**src/rtl/dmf_pkg.sv**
```systemverilog
// ============================================================================
// dmf_pkg
// Shared sizes, codes and bundles of the duplicate message filter.
// ============================================================================
package dmf_pkg;

    localparam int CACHE_DEPTH = 4096;                  // power of two, 2 .. 65536
    localparam int NCELL       = (CACHE_DEPTH >= 16) ? 16 : CACHE_DEPTH;
    localparam int SEG         = CACHE_DEPTH / NCELL;   // entries held by one cell
    localparam int SLOT_W      = $clog2(CACHE_DEPTH);
    localparam int CNT_W       = $clog2(CACHE_DEPTH + 1);
    localparam int AW          = (SEG > 1) ? $clog2(SEG) : 1;
    localparam int ID_W        = 64;

    typedef enum logic [1:0] {
        VERDICT_ACCEPT     = 2'd0,
        VERDICT_INCOMPLETE = 2'd1,
        VERDICT_DUPLICATE  = 2'd2,
        VERDICT_NOT_MINE   = 2'd3
    } t_verdict;

    typedef enum logic [1:0] {
        ST_IDLE,
        ST_ISSUE,
        ST_DRAIN,
        ST_FINISH
    } t_state;

    typedef struct packed {
        logic [ID_W-1:0] sender;
        logic [ID_W-1:0] index;
    } t_key;

    // one lookup beat travelling down the row of cells
    typedef struct packed {
        logic          valid;
        logic          last;
        logic          hit;
        logic [AW-1:0] addr;
    } t_wave;

    typedef struct packed {
        logic              en;
        logic [SLOT_W-1:0] slot;
        t_key              key;
    } t_wr;

    typedef struct packed {
        logic [CNT_W-1:0] count;
        logic             full;
    } t_occ;

    // a slot holds a live pair once it has been filled at least once
    function automatic logic slot_live(input logic [SLOT_W-1:0] slot, input t_occ occ);
        return occ.full || (CNT_W'(slot) < occ.count);
    endfunction

endpackage

```
**src/rtl/dmf_in_if.sv**
```systemverilog
// ============================================================================
// dmf_in_if
// Request channel carrying one message routing header.
// ============================================================================
interface dmf_in_if;
    logic        valid;
    logic        ready;
    logic        header_complete;
    logic [63:0] origin_id;
    logic [63:0] msg_index;
    logic [63:0] receiver_id;

    modport source (
        output valid, header_complete, origin_id, msg_index, receiver_id,
        input  ready
    );
    modport sink (
        input  valid, header_complete, origin_id, msg_index, receiver_id,
        output ready
    );
endinterface

```
**src/rtl/dmf_out_if.sv**
```systemverilog
// ============================================================================
// dmf_out_if
// Result channel carrying the verdict for one message.
// ============================================================================
interface dmf_out_if;
    logic       valid;
    logic       ready;
    logic [1:0] verdict;
    logic       deliver;
    logic       forward;

    modport source (
        output valid, verdict, deliver, forward,
        input  ready
    );
    modport sink (
        input  valid, verdict, deliver, forward,
        output ready
    );
endinterface

```
**src/rtl/dmf_cfg_if.sv**
```systemverilog
// ============================================================================
// dmf_cfg_if
// Configuration write channel for the node identifier.
// ============================================================================
interface dmf_cfg_if;
    logic        valid;
    logic        ready;
    logic [63:0] own_node_id;

    modport source (
        output valid, own_node_id,
        input  ready
    );
    modport sink (
        input  valid, own_node_id,
        output ready
    );
endinterface

```
**src/rtl/dmf_ctrl.sv**
```systemverilog
// ============================================================================
// dmf_ctrl
// Request sequencer: launches lookup beats into the cell row, collects the
// hit, classes the message, updates the FIFO cache and holds the result.
// ============================================================================
module dmf_ctrl (
    input  logic           i_clk,
    input  logic           i_rst_n,
    dmf_in_if.sink         i_req,
    dmf_out_if.source      o_rsp,
    dmf_cfg_if.sink        i_cfg,
    output dmf_pkg::t_wave o_wave,
    input  dmf_pkg::t_wave i_wave,
    output dmf_pkg::t_key  o_key,
    output dmf_pkg::t_wr   o_wr,
    output dmf_pkg::t_occ  o_occ
);
    import dmf_pkg::*;

    t_state            r_state, n_state;
    t_key              r_key;
    logic              r_complete;
    logic [ID_W-1:0]   r_rcv;
    logic [ID_W-1:0]   r_own_id;
    logic              r_hit;
    logic [AW-1:0]     r_addr;
    logic [AW-1:0]     r_last_addr, n_last_addr;
    logic [CNT_W-1:0]  r_count;
    logic [SLOT_W-1:0] r_oldest;
    logic              r_out_valid;
    t_verdict          r_verdict, n_verdict;
    logic              r_deliver, n_deliver;
    logic              r_forward, n_forward;

    logic w_accept;
    logic w_finish;
    logic w_full;
    logic w_issue_last;

    assign w_accept     = i_req.valid && i_req.ready;
    assign w_full       = (r_count == CNT_W'(CACHE_DEPTH));
    assign w_issue_last = (r_addr == r_last_addr);

    // beats needed: min(count, SEG), at least one so a last marker always travels
    always_comb begin
        if (r_count >= CNT_W'(SEG)) begin
            n_last_addr = AW'(SEG - 1);
        end else if (r_count == '0) begin
            n_last_addr = '0;
        end else begin
            n_last_addr = AW'(r_count - CNT_W'(1));
        end
    end

    // next state
    always_comb begin
        n_state = r_state;
        unique case (r_state)
            ST_IDLE: begin
                if (w_accept) begin
                    n_state = i_req.header_complete ? ST_ISSUE : ST_FINISH;
                end
            end
            ST_ISSUE: begin
                if (w_issue_last) begin
                    n_state = ST_DRAIN;
                end
            end
            ST_DRAIN: begin
                if (i_wave.valid && i_wave.last) begin
                    n_state = ST_FINISH;
                end
            end
            ST_FINISH: begin
                if (!r_out_valid || o_rsp.ready) begin
                    n_state = ST_IDLE;
                end
            end
            default: n_state = ST_IDLE;
        endcase
    end

    // state outputs
    always_comb begin
        i_req.ready  = 1'b0;
        o_wave.valid = 1'b0;
        o_wave.last  = w_issue_last;
        o_wave.hit   = 1'b0;
        o_wave.addr  = r_addr;
        w_finish     = 1'b0;
        unique case (r_state)
            ST_IDLE:   i_req.ready  = 1'b1;
            ST_ISSUE:  o_wave.valid = 1'b1;
            ST_DRAIN:  ;
            ST_FINISH: w_finish     = !r_out_valid || o_rsp.ready;
            default:   ;
        endcase
    end

    assign o_key      = r_key;
    assign o_occ      = '{count: r_count, full: w_full};
    assign o_wr.en    = w_finish && r_complete && !r_hit;
    assign o_wr.slot  = r_oldest + SLOT_W'(r_count);   // wraps to oldest when full
    assign o_wr.key   = r_key;

    always_comb begin
        n_deliver = 1'b0;
        n_forward = 1'b0;
        if (!r_complete) begin
            n_verdict = VERDICT_INCOMPLETE;
        end else if (r_hit) begin
            n_verdict = VERDICT_DUPLICATE;
        end else if (r_rcv == '0) begin
            n_verdict = VERDICT_ACCEPT;
            n_deliver = 1'b1;
            n_forward = 1'b1;
        end else if (r_rcv == r_own_id) begin
            n_verdict = VERDICT_ACCEPT;
            n_deliver = 1'b1;
        end else begin
            n_verdict = VERDICT_NOT_MINE;
            n_forward = 1'b1;
        end
    end

    assign i_cfg.ready   = 1'b1;
    assign o_rsp.valid   = r_out_valid;
    assign o_rsp.verdict = r_verdict;
    assign o_rsp.deliver = r_deliver;
    assign o_rsp.forward = r_forward;

    always_ff @(posedge i_clk) begin
        if (!i_rst_n) begin
            r_state     <= ST_IDLE;
            r_count     <= '0;
            r_oldest    <= '0;
            r_own_id    <= '0;
            r_out_valid <= 1'b0;
            r_hit       <= 1'b0;
        end else begin
            r_state <= n_state;
            if (i_cfg.valid) begin
                r_own_id <= i_cfg.own_node_id;
            end
            if (w_accept) begin
                r_hit <= 1'b0;
            end else if (i_wave.valid && i_wave.hit) begin
                r_hit <= 1'b1;
            end
            if (o_wr.en) begin
                if (w_full) begin
                    r_oldest <= r_oldest + SLOT_W'(1);
                end else begin
                    r_count <= r_count + CNT_W'(1);
                end
            end
            if (w_finish) begin
                r_out_valid <= 1'b1;
            end else if (o_rsp.ready) begin
                r_out_valid <= 1'b0;
            end
        end
    end

    always_ff @(posedge i_clk) begin
        if (w_accept) begin
            r_key.sender <= i_req.origin_id;
            r_key.index  <= i_req.msg_index;
            r_rcv        <= i_req.receiver_id;
            r_complete   <= i_req.header_complete;
            r_last_addr  <= n_last_addr;
            r_addr       <= '0;
        end else if (r_state == ST_ISSUE) begin
            r_addr <= r_addr + AW'(1);
        end
        if (w_finish) begin
            r_verdict <= n_verdict;
            r_deliver <= n_deliver;
            r_forward <= n_forward;
        end
    end

    a_count_bound: assert property (@(posedge i_clk) disable iff (!i_rst_n)
        r_count <= CNT_W'(CACHE_DEPTH))
        else $error("cache fill count beyond depth");

    a_oldest_fixed: assert property (@(posedge i_clk) disable iff (!i_rst_n)
        !w_full |-> (r_oldest == '0))
        else $error("oldest slot moved before cache filled");

    a_beats_in_search: assert property (@(posedge i_clk) disable iff (!i_rst_n)
        i_wave.valid |-> (r_state == ST_ISSUE || r_state == ST_DRAIN))
        else $error("lookup beat outside a search");

    a_accept_leaves_idle: assert property (@(posedge i_clk) disable iff (!i_rst_n)
        w_accept |=> (r_state == ST_ISSUE || r_state == ST_FINISH))
        else $error("accepted request did not start");

endmodule

```
**src/flat_wrapper.sv**
```systemverilog
// flat-port wrapper written by rule: the top's interface ports become plain ports
module dmf_ctrl_flat import dmf_pkg::*;
  (i_clk, i_rst_n, o_wave, i_wave, o_key, o_wr, o_occ, i_req_valid, i_req_header_complete, i_req_origin_id, i_req_msg_index, i_req_receiver_id, i_req_ready, o_rsp_valid, o_rsp_verdict, o_rsp_deliver, o_rsp_forward, o_rsp_ready, i_cfg_valid, i_cfg_own_node_id, i_cfg_ready);
  dmf_in_if i_req_i ();
  dmf_out_if o_rsp_i ();
  dmf_cfg_if i_cfg_i ();
  input  logic i_clk;
  input  logic i_rst_n;
  output dmf_pkg::t_wave o_wave;
  input  dmf_pkg::t_wave i_wave;
  output dmf_pkg::t_key o_key;
  output dmf_pkg::t_wr o_wr;
  output dmf_pkg::t_occ o_occ;
  input wire logic [$bits(i_req_i.valid)-1:0] i_req_valid;
  input wire logic [$bits(i_req_i.header_complete)-1:0] i_req_header_complete;
  input wire logic [$bits(i_req_i.origin_id)-1:0] i_req_origin_id;
  input wire logic [$bits(i_req_i.msg_index)-1:0] i_req_msg_index;
  input wire logic [$bits(i_req_i.receiver_id)-1:0] i_req_receiver_id;
  output wire logic [$bits(i_req_i.ready)-1:0] i_req_ready;
  output wire logic [$bits(o_rsp_i.valid)-1:0] o_rsp_valid;
  output wire logic [$bits(o_rsp_i.verdict)-1:0] o_rsp_verdict;
  output wire logic [$bits(o_rsp_i.deliver)-1:0] o_rsp_deliver;
  output wire logic [$bits(o_rsp_i.forward)-1:0] o_rsp_forward;
  input wire logic [$bits(o_rsp_i.ready)-1:0] o_rsp_ready;
  input wire logic [$bits(i_cfg_i.valid)-1:0] i_cfg_valid;
  input wire logic [$bits(i_cfg_i.own_node_id)-1:0] i_cfg_own_node_id;
  output wire logic [$bits(i_cfg_i.ready)-1:0] i_cfg_ready;
  assign i_req_i.valid = i_req_valid;
  assign i_req_i.header_complete = i_req_header_complete;
  assign i_req_i.origin_id = i_req_origin_id;
  assign i_req_i.msg_index = i_req_msg_index;
  assign i_req_i.receiver_id = i_req_receiver_id;
  assign i_req_ready = i_req_i.ready;
  assign o_rsp_valid = o_rsp_i.valid;
  assign o_rsp_verdict = o_rsp_i.verdict;
  assign o_rsp_deliver = o_rsp_i.deliver;
  assign o_rsp_forward = o_rsp_i.forward;
  assign o_rsp_i.ready = o_rsp_ready;
  assign i_cfg_i.valid = i_cfg_valid;
  assign i_cfg_i.own_node_id = i_cfg_own_node_id;
  assign i_cfg_ready = i_cfg_i.ready;
  dmf_ctrl u_core (.i_clk(i_clk), .i_rst_n(i_rst_n), .i_req(i_req_i), .o_rsp(o_rsp_i), .i_cfg(i_cfg_i), .o_wave(o_wave), .i_wave(i_wave), .o_key(o_key), .o_wr(o_wr), .o_occ(o_occ));
endmodule
```
**config.mk**
```make
export PLATFORM = sky130hd
export DESIGN_NAME = dmf_ctrl_flat
export DESIGN_NICKNAME = d
export VERILOG_FILES = /design/src/rtl/dmf_pkg.sv /design/src/rtl/dmf_in_if.sv /design/src/rtl/dmf_out_if.sv /design/src/rtl/dmf_cfg_if.sv /design/src/rtl/dmf_ctrl.sv /design/src/flat_wrapper.sv
export SDC_FILE = /design/constraint.sdc
export NUM_CORES = 1
export LEC_CHECK = 0
export ABC_AREA = 1
export BUFFER_PORTS_ARGS = -buffer_cell sky130_fd_sc_hd__buf_4
export CORE_AREA = 2 2 222 224
export DETAILED_ROUTE_END_ITERATION = 16
export DIE_AREA = 0 0 224 226
export GPL_ROUTABILITY_DRIVEN = 0
export MAX_ROUTING_LAYER = met4
export PLACE_DENSITY = 0.53
export SYNTH_ARGS = -nofsm -noshare
export SYNTH_HDL_FRONTEND = slang
export SYNTH_SLANG_ARGS = --single-unit
```
**constraint.sdc**
```tcl
create_clock -name i_clk -period 10.8 [get_ports i_clk]
set_input_delay 0.54 -clock i_clk [delete_from_list [all_inputs] [get_ports i_clk]]
set_output_delay 0.54 -clock i_clk [all_outputs]
set_load 0.05 [all_outputs]
```
==> results.yml, run 1 <==
routing:
  via_count: 10500
  routed_wl_um: 45000
  dr.pass1.iters: 6
  wire_per_inst_um: 18.6
  routed_via_density: 4.34
  ant_nets: 0
  drt_iter0_markers: 623
  drc: 0
grt:
  grt_antenna_before_repair: 3
  grt_max_degree: 81
  grtUsageTotal_pct: 17.5
  grt-ovfl-total: 0
  grt_pass1_wl_um: 63600
  grt_pass1_vias: 10100
timing:
  fin_ws_ps: 7330
  grt_setup_unrepaired: "no"
  hold_viol_final: 0
  period_minus_slack_ps: 3470
  fmax_mhz: 288
  skew_ps: 17.8
  post-route-period-util_pct: 32.1
  tns_ps: 0
  setup_viol: 0
  worst_pin_slew_ps: 1030
  drv_slew: 0
  whs_ps: 164
  relSlewSlack_pct: 31.4
cells_and_area:
  layout_common_cells: "buf_4 (566), nand2_1 (236), edfxtp_1 (205)"
  area_growth_pct: 37.8
  nNetsFinal: 2059
  drive_above_1_share_pct: 35.2
  fin_area_sq_mm: 0.0184
  mostFrequentLayoutCell: "buf_4"
floorplanning:
  die_h_um: 226
  dieArea_sq_mm: 0.0506
  rows: 81
  core_area_sq_mm: 0.0483
  start_util_pct: 27.6
  io_pins: 574
  die_width_um: 224
cts:
  cts.sinks: 306
  cts_tree: "built"
  cts_resized: 0
  htree_levels: 2
  cts_hold_buf: 0
  cts_made_buffers: 37
  postCtsSetupRepairBufs: 0
  root_buffer: "clkbuf_16"
  clockBufferDepth: 3
  clock_latency_ps: 540
  clk_pin_slew_ps: 60
worst_setup_path:
  max_stage_delay_ps: 840
  slowest_stage: "buf_4"
  cp_cell_sequence: "inv_1, ha_1, nand2_1, inv_8, buf_4, buf_4"
  cp_max_fo: 75
  critPathCaptureType: "register"
  arrival_ps: 3640
  worstPathRequired_ps: 10970
  critPathKind: "reg -> reg"
  critPathLaunchType: "register"
  crit_path_frequent_cell: "buf_4"
synthesis:
  synth_area_sq_mm: 0.0133
  ys_ff_latch: 306
  syn_nets: 1611
  synth_top_cell_by_area: "edfxtp_1"
  synthCells: 1317
  netlist.area_leader.share_pct: 46.2
  synth_warnings: 0
  ys_types: 35
  ys_seq_area_share_pct: 61.4
  avgSynthCellArea_sq_um: 10.1
  synthTopCellsByArea: "edfxtp_1 (46%), dfxtp_1 (15%), buf_4 (7.4%)"
pwr:
  powerDensity_mw_per_mm2: 236
  irDropWorstVdd_v: 0.000121
  power.total_mw: 4.34
  p_leak_nw: 8.24
run_status:
  status: "finished clean"
placed_design:
  numPortBuffers: 563
  place_hpwl_um: 35300
  placed_area_sq_mm: 0.0173
  dp_slack_ps: 7290
flow_run:
  drv_cap: 0
hold_path:
  hold_path_class: "in -> reg"
routing by layer:
metal	track usage [%]	vias up	share of wire [%]
met4	5.31	0	2.3
met3	4.42	66	7.3
met5	-	-	0
li1	-	5123	-
met2	29.1	357	49
met1	21.1	4944	42
cell usage after synthesis (all sizes together):
cell,n
nor3b,2
xor2,36
ha,20
nand3,27
conb,2
o21ai,90
dfxtp,101
xnor2,6
nand2,240
nand4,16
nor2,149
a21oi,79
buf,135
a221oi,1
clkinv,1
edfxtp,205
clkbuf,22
nor4,10
inv,145
o211ai,1
o2bb2ai,1
or2,1
a31oi,1
a211oi,2
fa,1
and3,1
nor3,22
final cells by class:
class	instances	area (sq um)
Tap cell	622	778
Sequential cell	306	8180
Timing Repair Buffer	566	4250
Clock buffer	47	963
Antenna cell	3	7.51
Clock inverter	21	144
Multi-Input combinational cell	708	3500
Inverter	146	557
Fill cell	4836	30000
path summary, 6_finish.rpt:
path,from,end,slack (ps),cells past startpoint
worst max register to register,u_core.r_state[0],u_core.o_key[8],7330,6
worst min register to register,u_core.r_own_id[15],u_core.r_own_id[15],470,2
worst max-delay path,u_core.r_state[0],u_core.o_key[8],7330,6
worst min-delay path,i_req_receiver_id[16],u_core.r_rcv[16],160,1
state kept, by name, summed over array words and instances (netlist names):
register,flops
u_core.r_addr,8
u_core.r_oldest,12
u_core.o_rsp.valid,1
u_core.o_key,128
u_core.r_state,2
u_core.o_rsp.deliver,1
u_core.r_count,13
u_core.o_rsp.forward,1
u_core.r_complete,1
u_core.o_rsp.verdict,2
u_core.r_hit,1
u_core.r_rcv,64
u_core.r_own_id,64
u_core.r_last_addr,8
power by group:
part | leakage, nW | total (mW) | internal [mW] | switching, mW
Sequential | 2.78 | 1.66 | 1.52 | 0.147
Clock | 0.543 | 1.16 | 0.658 | 0.502
Combinational | 4.92 | 1.52 | 0.399 | 1.12
Total | 8.24 | 4.34 | 2.57 | 1.77
critical path: cells and delay by family, from the launching register on:
kind,cells,cell delay (ps)
buffers and inverters,4,2170
DFF,1,330
and+or+nand+nor,1,250
adders and majority gates,1,230
per-stage QoR:
step           cells  util [%]
6_report        2419      38.0
5_1_grt         2419      38.0
4_1_cts         2416      38.0
3_5_place_dp    2348      35.7
3_3_place_gp    2348      35.7
2_1_floorplan   1317         -
logic make-up (layout without fill, tap and decap cells):
group	count (synthesis)	after routing	share of synthesized area, %
other	2	5	0.0563
AOI/OAI and AO/OA	175	175	6.69
buffers and inverters	303	780	12.4
xor gates and xnor gates	42	42	2.76
adders and majority gates	21	21	2.03
DFF	306	306	61.4
and+or+nand+nor	468	468	14.7
(Power assumes the default switching activity.)
==> inputs of run 2 (changes only) <==
Settings changed: CORE_AREA 2 2 222 224 to 2 2 220 222, DIE_AREA 0 0 224 226 to 0 0 222 224, PLACE_DENSITY 0.53 to 0.56.
Clock period 10.8 ns to 2.9 ns, I/O delays scaled along.
==> results.yml, run 2 (same netlist as run 1, synthesis figures left out) <==
timing:
  post-route-period-util_pct: 92.5
  hold_viol_final: 0
  fmax_mhz: 373
  tns_ps: 0
  drv_slew: 0
  grt_setup_unrepaired: "no"
  setup_viol: 0
  relSlewSlack_pct: 55.8
  worst_pin_slew_ps: 657
  period_minus_slack_ps: 2680
  skew_ps: 10.3
worst_setup_path:
  worstPathRequired_ps: 2760
  crit_path_frequent_cell: "nand2_1"
  cp_max_fo: 8
  crit_family: "adder cells"
  max_stage_delay_ps: 400
  cp_cell_sequence: "ha_1, fa_1, nand3_1, nand2_1, nand2_1, o2bb2ai_1, o21ai_0, xor2_1, buf_4"
  critPathLaunchType: "register"
  slowest_stage: "fa_1"
  critPathCaptureType: "output port"
  arrival_ps: 2540
  critPathKind: "reg -> out"
  crit_buf_inv: 1
cts:
  postCtsSetupRepairBufs: 0
  cts_made_buffers: 38
  clock_latency_ps: 540
  clk_pin_slew_ps: 50
  htree_levels: 2
  clockBufferDepth: 3
  cts_tree: "built"
  root_buffer: "clkbuf_16"
  cts.sinks: 306
pwr:
  comb_power_share_pct: 36.0
  netSwitchingFraction_pct: 39.8
  irDropWorstVdd_v: 0.000453
  powerDensity_mw_per_mm2: 794
  p_int_mw: 10.1
  pwr-share-seq_pct: 37.0
  clkPwrFrac_pct: 26.9
  p_leak_nw: 9.40
  p_switching_mw: 6.68
grt:
  grt_max_degree: 87
  grt-ovfl-total: 0
  grt_antenna_before_repair: 3
  grtUsageTotal_pct: 19.0
  grt_pass1_wl_um: 69800
  grt_pass1_vias: 11700
routing:
  routed_via_density: 4.31
  drc: 0
  via_count: 11600
  routed_wl_um: 47200
  dr.pass1.iters: 5
  drt_iter0_markers: 583
  wire_per_inst_um: 17.6
  ant_nets: 0
cells_and_area:
  fin_area_sq_mm: 0.0211
  nNetsFinal: 2327
  multi_input_area_sq_mm: 0.00352
  mostFrequentLayoutCell: "buf_4"
  drive_above_1_share_pct: 31.5
  largest_reg_flops: 128
  seq_area_sq_mm: 0.00818
  layout_common_cells: "buf_4 (571), dlygate4sd3_1 (260), nand2_1 (235)"
  fillers: 4349
  area_growth_pct: 58.6
placed_design:
  placed_area_sq_mm: 0.0173
  numPortBuffers: 563
  place_hpwl_um: 35800
floorplanning:
  rows: 80
  die_width_um: 222
  die_h_um: 224
  io_pins: 574
  core_area_sq_mm: 0.0473
  start_util_pct: 28.2
  dieArea_sq_mm: 0.0497
run_status:
  status: "finished clean"
flow_run:
  drv_cap: 0
hold_path:
  hold_path_class: "in -> reg"
==> run 2: cell count changes in the layout (fill, tap and decap cells not counted), sizes merged <==
cell / previous run / this run
dlygate4sd3: 0 / 260
clkbuf: 47 / 53
diode: 3 / 2
bufinv: 1 / 2
clkinvlp: 0 / 2
buf: 566 / 573
inv: 146 / 147
clkinv: 20 / 12
==> run 2: routing by layer <==
metal	global-route usage (%)	share of wire (%)
met3	3.19	5.8
met5	-	0
met4	5.21	2.0
met1	23.1	42
met2	32.6	50
==> run 2: tightest hold or removal path, cell delays in order <==
cell and delay [ps]:
buf_4 190, o21ai_0 170, nor2_1 40
==> run 2: final timing paths <==
check	startpoint	end	slack, ps	cells after the start
min	i_cfg_valid	u_core.r_own_id[59]	60	3
min reg2reg	u_core.r_own_id[53]	u_core.r_own_id[53]	470	2
max	u_core.r_count[0]	o_wr[138]	220	9
max reg2reg	u_core.r_count[0]	u_core.r_oldest[5]	770	10
==> run 2: cell type report <==
| cell class | count | area share, % |
|---|---|---|
| Antenna cell | 2 | 0.0237 |
| Clock buffer | 53 | 4.86 |
| Clock inverter | 17 | 0.722 |
| Inverter | 146 | 2.62 |
| Multi-Input combinational cell | 708 | 16.6 |
| Sequential cell | 306 | 38.7 |
| Tap cell | 615 | 3.64 |
| Timing Repair Buffer | 833 | 32.8 |
==> run 2: per-stage QoR <==
step	cells	power (mW)	hold WS, ps	utilization (%)	setup slack (ps)
finish	2680	16.8	56.2	44.6	219
global route	2680	17.4	50.0	44.6	37.7
CTS	2678	16.9	15.3	44.6	103
detailed placement	2348	12.1	324	36.6	685
global placement	2348	12.0	323	36.6	729
floorplan	1317	10.4	244	-	-1240
==> run 2: power by group through the flow <==
| stage | logic (mW) | registers [mW] | clock network (mW) |
|---|---|---|---|
| floorplan | 2.88 | 7.54 | 0 |
| global placement | 5.75 | 6.27 | 0 |
| detailed placement | 5.78 | 6.28 | 0 |
| CTS | 6.08 | 6.20 | 4.65 |
| global route | 6.32 | 6.28 | 4.83 |
| finish | 6.04 | 6.21 | 4.52 |
==> run 2: what timing repair did <==
action | in CTS | in global routing
hold endpoints to repair | 264 | 0
endpoints found under the setup margin | 0 | 1
gates resized for setup | 0 | 1
hold buffers | 260 | 0
==> inputs of run 3 (changes only) <==
Settings changed: PLACE_DENSITY 0.56 to unset, PLACE_DENSITY_LB_ADDON set to 0.2.
==> results.yml, run 3 (same netlist as run 1, synthesis figures left out) <==
run_status:
  status: "finished clean"
timing:
  hold_viol_final: 0
  worst_pin_slew_ps: 702
  post-route-period-util_pct: 92.9
  fin_ws_ps: 207
  relSlewSlack_pct: 53.2
  skew_ps: 21.6
  fmax_mhz: 371
  setup_viol: 0
  drv_slew: 0
  period_minus_slack_ps: 2690
  grt_setup_unrepaired: "no"
worst_setup_path:
  slowest_stage: "fa_1"
  max_stage_delay_ps: 410
  critical_path.startpoint: "u_core.r_count[0]"
  crit_path_frequent_cell: "nand2_1"
  critPathCaptureType: "output port"
  cp_cell_sequence: "ha_1, fa_1, nand3_1, nand2_1, nand2_1, o2bb2ai_1, o21ai_0, xor2_1, buf_4"
  r2r-end: "u_core.r_count[7]"
  critPathKind: "reg -> out"
  arrival_ps: 2550
  rr_startpoint: "u_core.r_state[1]"
  crit_buf_inv: 1
  crit_family: "adder cells"
  crit_cells: 9
  cp_max_fo: 8
  worstPathRequired_ps: 2760
  endpoint: "o_wr[138]"
  rrSetupSlack_ps: 740
  rr_worst_depth: 10
  critPathLaunchType: "register"
cts:
  root_buffer: "clkbuf_16"
  clock_latency_ps: 550
  clockBufferDepth: 3
  cts_tree: "built"
  htree_levels: 2
  postCtsSetupRepairBufs: 0
  cts_made_buffers: 37
  cts.sinks: 306
  clk_pin_slew_ps: 60
routing:
  wire_per_inst_um: 17.6
  ant_nets: 0
  routed_wl_um: 47700
  routed_via_density: 4.31
  drc: 0
  drt_iter0_markers: 598
  via_count: 11700
  dr.pass1.iters: 5
floorplanning:
  die_width_um: 222
  io_pins: 574
  dieArea_sq_mm: 0.0497
  rows: 80
  core_area_sq_mm: 0.0473
  start_util_pct: 28.2
  die_h_um: 224
cells_and_area:
  fillers: 4393
  mostFrequentLayoutCell: "buf_4"
  largest_reg_flops: 128
  drive_above_1_share_pct: 31.1
  nNetsFinal: 2350
  layout_common_cells: "buf_4 (569), dlygate4sd3_1 (285), nand2_1 (235)"
  area_growth_pct: 60.5
grt:
  grt_pass1_wl_um: 70400
  grt_pass1_vias: 11600
  grt-ovfl-total: 0
  grtUsageTotal_pct: 19.2
  grt_antenna_before_repair: 3
  grt_max_degree: 90
flow_run:
  drv_cap: 0
pwr:
  power.total_mw: 16.8
  p_leak_nw: 9.50
  powerDensity_mw_per_mm2: 788
  irDropWorstVdd_v: 0.000589
placed_design:
  dp_slack_ps: 665
  numPortBuffers: 563
  place_hpwl_um: 36300
hold_path:
  hold_path_class: "in -> reg"
[run 3: cell count changes in the layout (fill, tap and decap cells not counted), sizes merged]
cell / delta
inv: -1
dlygate4sd3: +25
clkbuf: -5
bufinv: +1
buf: -1
diode: +1
clkinv: +3
[run 3: worst min-delay path, delay by kind of cell]
family	cells	cell delay, ps
buffers and inverters	1	200
AO/OA/AOI/OAI	2	180
[run 3: metrics by stage]
step / utilization, % / area (sq um) / cells / TNS [ps] / hold WS, ps
2_1_floorplan: - / 13400 / 1317 / -252570 / 244
3_3_place_gp: 36.6 / 17400 / 2347 / 0 / 323
3_5_place_dp: 36.6 / 17400 / 2347 / 0 / 324
4_1_cts: 45.2 / 21400 / 2700 / 0 / 9.07
5_1_grt: 45.2 / 21400 / 2703 / 0 / 50.8
6_report: 45.2 / 21400 / 2703 / 0 / 46.6
[run 3: worst min path at each step]
| stage | startpoint | endpoint | cells after the start |
|---|---|---|---|
| global placement | i_req_origin_id[44] | u_core.o_key[108] | 1 |
| finish | i_rst_n | u_core.r_own_id[53] | 3 |
| global route | i_rst_n | u_core.r_own_id[53] | 3 |
| floorplan | i_req_msg_index[0] | u_core.o_key[0] | 0 |
| detailed placement | i_req_receiver_id[37] | u_core.r_rcv[37] | 1 |
| CTS | i_rst_n | u_core.r_own_id[53] | 3 |
[run 3: final cells by class]
cell class	count	area, sq um	share of cell area (%)
Clock buffer	48	977	4.57
Inverter	146	553	2.59
Tap cell	615	769	3.60
Clock inverter	20	200	0.936
Antenna cell	3	7.51	0.0351
Multi-Input combinational cell	708	3520	16.4
Timing Repair Buffer	857	7180	33.6
Sequential cell	306	8180	38.3
[run 3: layer usage]
layer | up-vias | share of wire (%) | global-route usage (%)
met5 | - | 0 | -
met4 | 0 | 2.2 | 5.73
met3 | 60 | 5.2 | 3.44
met2 | 392 | 49 | 32.1
met1 | 5513 | 43 | 23.7
li1 | 5694 | - | -
[run 3: where the power goes]
group / internal (mW) / switching (mW) / leakage (nW)
registers: 5.65 / 0.552 / 2.78
logic: 1.80 / 4.29 / 6.15
clock network: 2.67 / 1.89 / 0.573
[run 3: repair_timing]
item / CTS / global route
hold buffers: 285 / 0
hold endpoints to repair: 265 / 0
endpoints found under the setup margin: 0 / 2
resized for setup: 0 / 1
